--- src/hw/rtl/tplpt_pkg.sv ---
// Shared types, sizes and codes of the two-level page table manager.
package tplpt_pkg;

   localparam int DIR_ENTRIES     = 1024;
   localparam int DIR_AW          = 10;
   localparam int TABLE_SLOTS     = 16;
   localparam int SLOT_W          = 4;
   localparam int PAGE_IDX_W      = 10;
   localparam int TBL_AW          = SLOT_W + PAGE_IDX_W;
   localparam int PAGE_W          = 20;
   localparam int CUR_W           = PAGE_W + 1;
   localparam int FLAG_W          = 12;
   localparam int COUNT_W         = 11;
   localparam int MAX_RANGE_PAGES = 1024;
   localparam logic [CUR_W-1:0] TOTAL_PAGES = CUR_W'(1) << PAGE_W;

   localparam logic [1:0] CMD_CHECK  = 2'd0;
   localparam logic [1:0] CMD_MAP    = 2'd1;
   localparam logic [1:0] CMD_LOOKUP = 2'd2;
   localparam logic [1:0] CMD_FREE   = 2'd3;

   localparam logic [1:0] ST_OK      = 2'd0;
   localparam logic [1:0] ST_MAPPED  = 2'd1;
   localparam logic [1:0] ST_NO_SLOT = 2'd2;

   typedef struct packed {
      logic              present;
      logic [FLAG_W-1:0] flags;
      logic [SLOT_W-1:0] slot;
   } dir_entry_type;

   typedef struct packed {
      logic              present;
      logic [FLAG_W-1:0] flags;
      logic [PAGE_W-1:0] frame;
   } page_entry_type;

   typedef struct packed {
      logic [FLAG_W-1:0]  page_flags;
      logic [FLAG_W-1:0]  dir_flags;
      logic [PAGE_W-1:0]  phys_frame;
      logic [COUNT_W-1:0] page_count;
      logic [31:0]        virt_addr;
      logic [1:0]         command;
   } req_type;

   typedef struct packed {
      logic [PAGE_W-1:0] frame_out;
      logic              found;
      logic              range_unmapped;
      logic [1:0]        status;
   } rsp_type;

   typedef struct packed {
      logic              alloc;
      logic [SLOT_W-1:0] slot;
      logic              free_all;
   } pool_ctl_type;

   typedef struct packed {
      logic              has_free;
      logic [SLOT_W-1:0] free_slot;
   } pool_status_type;

endpackage

--- src/hw/rtl/tplpt_slot_pool.sv ---
// Pool of page table slots: in-use bits and lowest free slot search.
module tplpt_slot_pool
   import tplpt_pkg::*;
(
   input  logic            clock,
   input  logic            reset,
   input  pool_ctl_type    pool_ctl,
   output pool_status_type pool_status
);

   logic [TABLE_SLOTS-1:0] in_use_ff, in_use_in;

   always_comb begin
      pool_status = '0;
      for (int s = TABLE_SLOTS - 1; s >= 0; s--) begin
         if (!in_use_ff[s]) begin
            pool_status.has_free  = 1'b1;
            pool_status.free_slot = SLOT_W'(s);
         end
      end
   end

   always_comb begin
      in_use_in = in_use_ff;
      if (pool_ctl.free_all) begin
         in_use_in = '0;
      end else if (pool_ctl.alloc) begin
         in_use_in[pool_ctl.slot] = 1'b1;
      end
   end

   always_ff @(posedge clock) begin
      if (reset) begin
         in_use_ff <= '0;
      end else begin
         in_use_ff <= in_use_in;
      end
   end

endmodule

--- config.mk ---
export PLATFORM = sky130hd
export DESIGN_NAME = tplpt_slot_pool
export DESIGN_NICKNAME = d
export VERILOG_FILES = /design/src/hw/rtl/tplpt_pkg.sv /design/src/hw/rtl/tplpt_slot_pool.sv
export SDC_FILE = /design/constraint.sdc
export NUM_CORES = 1
export LEC_CHECK = 0
export ABC_AREA = 1
export BUFFER_PORTS_ARGS = -buffer_cell sky130_fd_sc_hd__buf_2
export CAP_MARGIN = 20
export CORE_MARGIN = 4
export CORE_UTILIZATION = 40
export CTS_BUF_LIST = sky130_fd_sc_hd__clkbuf_16
export DETAILED_ROUTE_END_ITERATION = 8
export PLACE_DENSITY = 0.69
export SYNTH_ARGS = -nofsm -noshare
export SYNTH_HDL_FRONTEND = slang
export SYNTH_SLANG_ARGS = --single-unit
export TNS_END_PERCENT = 30
--- constraint.sdc ---
create_clock -name clock -period 1.35 [get_ports clock]
set_clock_uncertainty 0.05 [all_clocks]
set_input_delay 0.135 -clock clock [delete_from_list [all_inputs] [get_ports clock]]
set_output_delay 0.135 -clock clock [all_outputs]
set_load 0.02 [all_outputs]
==> results of run 1 <==
cell usage in the layout (no fill, tap or decap), types with 2 or more instances in the layout:
master	n
a31oi_1	2
nor3_1	3
nor2_1	19
buf_4	9
nand3_1	7
clkbuf_16	3
nand4_1	3
nor3_2	2
buf_2	9
dfxtp_1	10
nand2_1	20
a21oi_1	14
dfxtp_2	6
inv_1	12
worst max-delay path, stage by stage (launching register included):
cell and delay, ns:
dfxtp_2 0.31, inv_1 0.06, nand2_1 0.05, nand2_1 0.05
nand2_1 0.05, nand2_1 0.05, nand2_1 0.04, nand2_1 0.05
nand2_1 0.05, nand2_1 0.05, nand2_1 0.05, nand2_1 0.05
nand2_1 0.05, nand2_1 0.05, nand2_1 0.06, a21oi_2 0.11
buf_4 0.15
stage by stage:
step	hold WS, ns	cell area [um^2]	cells	setup slack (ns)	setup TNS [ns]
CTS	0.160	957	148	-0.369	-0.851
floorplan	0.245	718	104	0.00782	0
global route	0.193	963	148	-0.561	-1.39
global placement	0.413	845	144	-0.101	-0.101
finish	0.167	963	148	-0.367	-0.844
detailed placement	0.419	845	144	-0.116	-0.116
layout make-up:
cell class              instances  share of cell area
well taps                      24              0.0312
clock inverters                 1             0.00390
repair buffers                 18               0.117
multi-input cells              74               0.383
inverters                      12              0.0468
clock buffers                   3              0.0779
flip-flops and latches         16               0.340
worst max-delay path by stage:
stage	startpoint	endpoint	depth (start not counted)
2_1_floorplan	in_use_ff[15]$_SDFFE_PP0P_	pool_status[0]	15
3_3_place_gp	in_use_ff[15]$_SDFFE_PP0P_	pool_status[0]	16
3_5_place_dp	in_use_ff[15]$_SDFFE_PP0P_	pool_status[0]	16
4_1_cts	in_use_ff[15]$_SDFFE_PP0P_	pool_status[0]	16
5_1_grt	in_use_ff[15]$_SDFFE_PP0P_	pool_status[0]	16
6_report	in_use_ff[15]$_SDFFE_PP0P_	pool_status[0]	16
cells in the mapped netlist (all sizes together):
cell / n
nand2: 20
nor2: 19
dfxtp: 16
a21oi: 15
inv: 12
nand3: 7
nor3: 5
nand4: 3
a31oi: 2
a311oi: 1
buf: 1
clkbuf: 1
nor4: 1
or2: 1
logic make-up after synthesis:
family,share of synthesized area
compound gates,0.141
buf+inv,0.0756
flops,0.450
simple gates,0.334
power by group:
group	leakage, nW	internal [W]	switching [W]	total, W
Sequential	0.132	0.000478	0.00000340	0.000481
Combinational	0.204	0.0000230	0.0000408	0.0000637
Clock	0.0385	0.000392	0.000178	0.000570
Total	0.375	0.000893	0.000222	0.00111
metal layers:
metal,up-vias,part of all wire,GRT usage
li1,383,-,-
met1,325,0.46,0.186
met2,22,0.45,0.224
met3,7,0.060,0.0414
met4,0,0.037,0.101
met5,-,0,0
repair_timing:
action	4_1_cts	5_1_grt
pin swaps	1	0
resized for setup	11	2
setup endpoints to repair	5	5
==> summary.txt, run 1 <==
Worst setup path
  – R2R setup slack: 0.59 ns
  – Reg2reg start: in_use_ff[14]$_SDFFE_PP0P_
  – Arrival time worst endpoint: around 1.5 ns
  – Required time of the critical path: 1.16 ns
  – Startpoint types: flop
  – Crit path kind: reg2out
  – Max Fanout on Critical Path: 2
  – Reg2Reg Depth: 3
  – CP Capture Type: output port
  – FF-to-FF End: in_use_ff[14]$_SDFFE_PP0P_

Final layout
  – Reg with most FFs: in_use_ff
  – Number of flip-flops in the largest register: 16
  – Area of the multi-input gates: 369 um^2
  – Diode count: 0
  – Final core utilization: 0.604
  – Layout area overhead: 35.3%
  – Reg area: 328 um^2
  – Fillers: 154
  – Layout net count: 133
  – Layout cells sized above 1: 0.266
  – Largest registers: in_use_ff: 16 flops

Floorplan
  – Starting Density: 0.447
  – DIE WIDTH: between 50 and 60 um
  – Number of top-level pins: 13
  – Die height: 50.2 um
  – Row count: 14
  – Core Area: 1590 um^2
  – Die footprint: 2520 um^2

Place
  – IO Port Bufs: 12
  – GPL Wtd Cong: ~0.81
  – Hpwl dp: 1270 um

Hold path
  – Hold EP: in_use_ff[1]$_SDFFE_PP0P_
  – WHS Path Cells: 3
  – Hold Path Class: in2reg
  – Hold Crit Start: pool_ctl[1]

Clock network
  – Post-CTS Setup Repair Bufs: 0
  – H-tree levels: 1
  – Total CTS buffers: 3
  – Hold_buf cts: 0
  – CTS sink count: 16
  – Latest clock arrival within the worst-skew pair: 0.24 ns
  – Clock transition at path regs: 0.05 ns
  – CTS Buffer Depth: 2
  – Root buffer cell: clkbuf_16
  – TritonCTS clock tree: done

Logic synthesis
  – Mapped cell area: between 700 and 800 um^2
  – Distinct cells, synth: 15
  – Yosys top cell area share: 0.450
  – Synth Net Count: 112
  – Yosys warnings: 0
  – Post-synth top area cell: dfxtp_1
  – Syn Area/Cell: roughly 7 um^2
  – Gate Count Post-Synth: between 100 and 150
  – Area contributors post-synth: dfxtp_1, nand2_1, nor2_1
  – Seq cells post-synth: 16
  – Seq/Total Area, Yosys: 0.450

STA
  – Final Cycle Share: 1.27
  – Fmax: 0.583 GHz
  – Fin worst setup slack: -0.367 ns
  – Fin. max-slew vios: 0
  – RSZ-0062 raised after global routing: true
  – Crit path time final: 1.72 ns
  – Hold Vio Cnt, Final: 0
  – Worst-Margin Slew: 0.437 ns
  – Final setup violation count: 5
  – Slew HR: 0.706

Routing
  – Vias: 737
  – Wirelength per Cell: between 10 and 15 um
  – Final antenna-violating net count: 0
  – Via-to-Cell Ratio: 4.98
  – Final WL: 1720 um
  – First-pass DRT Iterations: 4
  – 1st-iter DRT viols: 10
  – Drt drc: 0

Global route
  – Initial antenna violation count: 0
  – Total GRT Usage: 0.150
  – First-pass GRT wire length: 2840 um
  – Largest net degree at the start of global routing: 17
  – Number of global-route vias before repair: 666
  – GRT overflow: 0

Power
  – Overall Power: 0.00111 W
  – VDD IR-drop max: 0.837 mV
  – Pleak: 0.375 nW
  – PD cells: 1160 nW/um^2

Status
  – Failing checks: negative setup slack
  – Run status: finished, violations left

Job
  – Max cap viols: 0
(Power assumes the default switching activity.)
==> run 2: changes to the inputs <==
- CAP_MARGIN: 20 -> default
- CORE_UTILIZATION: 40 -> 31
- PLACE_DENSITY: 0.69 -> 0.58
==> summary.txt, run 2 (synthesis results as in run 1) <==
Global route
  – Initial antenna violation count: 0 (unchanged)
  – Largest net degree at the start of global routing: 17 (unchanged)
  – Number of global-route vias before repair: 688 (+3.3%)
  – First-pass GRT wire length: 3030 um (+6.8%)
  – Total GRT Usage: 0.122 (-0.0276)
  – GRT overflow: 0 (unchanged)

Worst setup path
  – Reg2reg start: in_use_ff[15]$_SDFFE_PP0P_
  – Startpoint types: flop
  – CP max stage cell: dfxtp_2
  – Max Fanout on Critical Path: 2 (unchanged)
  – Crit. Startpoint: in_use_ff[15]$_SDFFE_PP0P_
  – Required time of the critical path: 1.16 ns (about the same)
  – FF-to-FF End: in_use_ff[15]$_SDFFE_PP0P_
  – Crit path depth: 16 (unchanged)
  – Reg2Reg Depth: 4 (+1)
  – Slowest cell delay on critical path: 0.32 ns (about the same)
  – Worst Path Buf+Inv: 2 (unchanged)
  – CP Cell Sequence: inv_2, nand2_1, nand2_1, nand2_1, nand2_1, nand2_1, nand2_1, nand2_1, nand2_1, nand2_1, nand2_1, nand2_1, nand2_1, nand2_2, a21oi_2, buf_6
  – R2R setup slack: 0.51 ns (-0.08 ns)
  – Most used cell, CP: nand2_1
  – Arrival time worst endpoint: 1.54 ns (about the same)
  – CP Capture Type: output port
  – Crit path kind: reg2out
  – CP Capture Point: pool_status[0]
  – Worst path top cell family by delay: simple AND/OR/NAND/NOR gates

Power
  – PD cells: 1130 nW/um^2 (-2.5%)
  – NetSw: 0.000211 W (-4.6%)
  – Internal power: 0.000889 W (-0.43%)
  – Pleak: 0.374 nW (-0.28%)
  – Sequential power share: 0.437 (+0.005)
  – Sw Ratio: 0.192 (-0.00680)
  – VDD IR-drop max: 0.570 mV (-32%)
  – Overall Power: 0.00110 W (-1.3%)
  – Clock share of power: 0.503 (-0.008)
  – Combinational power share: 0.060 (+0.003)

Routing
  – Vias: 765 (+3.8%)
  – Wirelength per Cell: 12.0 um (+2.9%)
  – Final WL: 1810 um (+4.9%)
  – Drt drc: 0 (unchanged)
  – First-pass DRT Iterations: 4 (unchanged)
  – Via-to-Cell Ratio: 5.07 (+1.7%)
  – 1st-iter DRT viols: 20 (+10)
  – Final antenna-violating net count: 0 (unchanged)

STA
  – Fin. max-slew vios: 0 (unchanged)
  – Final Cycle Share: 1.27 (+0.00301)
  – Hold Vio Cnt, Final: 0 (unchanged)
  – Crit path time final: 1.72 ns (+0.00406 ns)
  – Slew HR: 0.709 (+0.00220)
  – Fin worst setup slack: -0.371 ns (-0.00406 ns)
  – Worst-Margin Slew: 0.434 ns (-0.00327 ns)
  – Final setup violation count: 5 (unchanged)
  – Setup TNS: -0.848 ns (-0.00399 ns)
  – Fmax: 0.581 GHz (-0.24%)
  – RSZ-0062 raised after global routing: true

Floorplan
  – Die height: 55.9 um (+11%)
  – Number of top-level pins: 13 (unchanged)
  – Row count: 17 (+3)
  – DIE WIDTH: 55.9 um (+11%)
  – Die footprint: 3130 um^2 (+24%)
  – Starting Density: 0.325 (-0.122)
  – Core Area: 2190 um^2 (+37%)

Final layout
  – Largest registers: in_use_ff: 16 flops
  – Fillers: 231 (+50%)
  – Final core utilization: 0.445 (-0.159)
  – Number of flip-flops in the largest register: 16 (unchanged)
  – Diode count: 0 (unchanged)
  – Reg with most FFs: in_use_ff
  – Commonest non-fill, non-tap cells in the layout: nand2_1, nor2_1, a21oi_1
  – Layout area overhead: 37.1%
  – Layout net count: 133 (unchanged)
  – Layout cells sized above 1: 0.301 (+0.0347)
  – Design Area, Final: 976 um^2 (+1.3%)

Clock network
  – H-tree levels: 1 (unchanged)
  – Clock transition at path regs: 0.05 ns (about the same)
  – CTS Buffer Depth: 2 (unchanged)
  – Root buffer cell: clkbuf_16
  – Total CTS buffers: 3 (unchanged)
  – TritonCTS clock tree: done
  – Latest clock arrival within the worst-skew pair: 0.24 ns (about the same)
  – CTS sink count: 16 (unchanged)

Place
  – Place WS: -0.139 ns (-0.0234 ns)
  – DP Area: 835 um^2 (-1.2%)
  – IO Port Bufs: 12 (unchanged)
  – Hpwl dp: 1340 um (+6.1%)
  – GPL Wtd Cong: 0.780 (-3.8%)

Hold path
  – WHS Path Cells: 3 (unchanged)
  – Hold Path Class: in2reg

Status
  – Run status: finished, violations left
  – Failing checks: negative setup slack

Job
  – Max cap viols: 0 (unchanged)
-- run 2: changes by cell type in the layout (fill, tap and decap cells not counted) --
cell	change
inv_1	-1
dfxtp_2	+2
nand2_2	+1
dfxtp_1	-2
nand2_1	-1
inv_2	+1
buf_2	-1
buf_6	+1
clkinv_1	-1
-- run 2: worst register-to-register path, stage by stage (launching register included) --
cell and delay [ns]:
dfxtp_2 0.33, inv_2 0.04, buf_4 0.12, buf_4 0.12, a21oi_1 0.12
-- run 2: final cells by class --
type	count	area (um^2)	share of cell area
well taps	28	35.0	0.0359
flip-flops and latches	16	330	0.338
clock buffers	3	75.1	0.0769
multi-input cells	74	372	0.381
inverters	12	45.0	0.0462
repair buffers	18	119	0.122
-- run 2: metrics by stage --
step	hold slack (ns)	std cells
2_1_floorplan	0.245	104
3_3_place_gp	0.409	146
3_5_place_dp	0.422	146
4_1_cts	0.170	150
5_1_grt	0.179	151
6_report	0.172	151
-- run 2: worst min path at each step --
| stage | start | endpoint | slack [ns] |
|---|---|---|---|
| 4_1_cts | pool_ctl[1] | in_use_ff[1]$_SDFFE_PP0P_ | 0.17 |
| 6_report | pool_ctl[1] | in_use_ff[1]$_SDFFE_PP0P_ | 0.17 |
| 3_5_place_dp | in_use_ff[15]$_SDFFE_PP0P_ | in_use_ff[15]$_SDFFE_PP0P_ | 0.42 |
| 5_1_grt | pool_ctl[1] | in_use_ff[1]$_SDFFE_PP0P_ | 0.18 |
| 3_3_place_gp | in_use_ff[15]$_SDFFE_PP0P_ | in_use_ff[15]$_SDFFE_PP0P_ | 0.41 |
| 2_1_floorplan | pool_ctl[5] | in_use_ff[0]$_SDFFE_PP0P_ | 0.25 |
-- run 2: power by group through the flow --
| stage | Clock (W) | Combinational (W) | Sequential, W |
|---|---|---|---|
| after floorplan | 0 | 0.0000336 | 0.000489 |
| after global placement | 0 | 0.0000629 | 0.000490 |
| after detailed placement | 0 | 0.0000632 | 0.000490 |
| after CTS | 0.000567 | 0.0000648 | 0.000481 |
| after global routing | 0.000585 | 0.0000738 | 0.000481 |
| final | 0.000554 | 0.0000655 | 0.000481 |
-- run 2: routing by layer --
metal | wire length [um] | GRT usage
met3 | 126 | 0.0394
met1 | 830 | 0.147
met5 | 0 | 0
met4 | 21 | 0.0407
met2 | 828 | 0.204
-- run 2: repair_timing --
item / 4_1_cts / 5_1_grt
gates resized for setup: 4 / 15
hold buffers: 0 / 0
hold endpoints to repair: 0 / 0
pin swaps: 0 / 3
endpoints found under the setup margin: 5 / 5
buffers inserted: 1 / 1
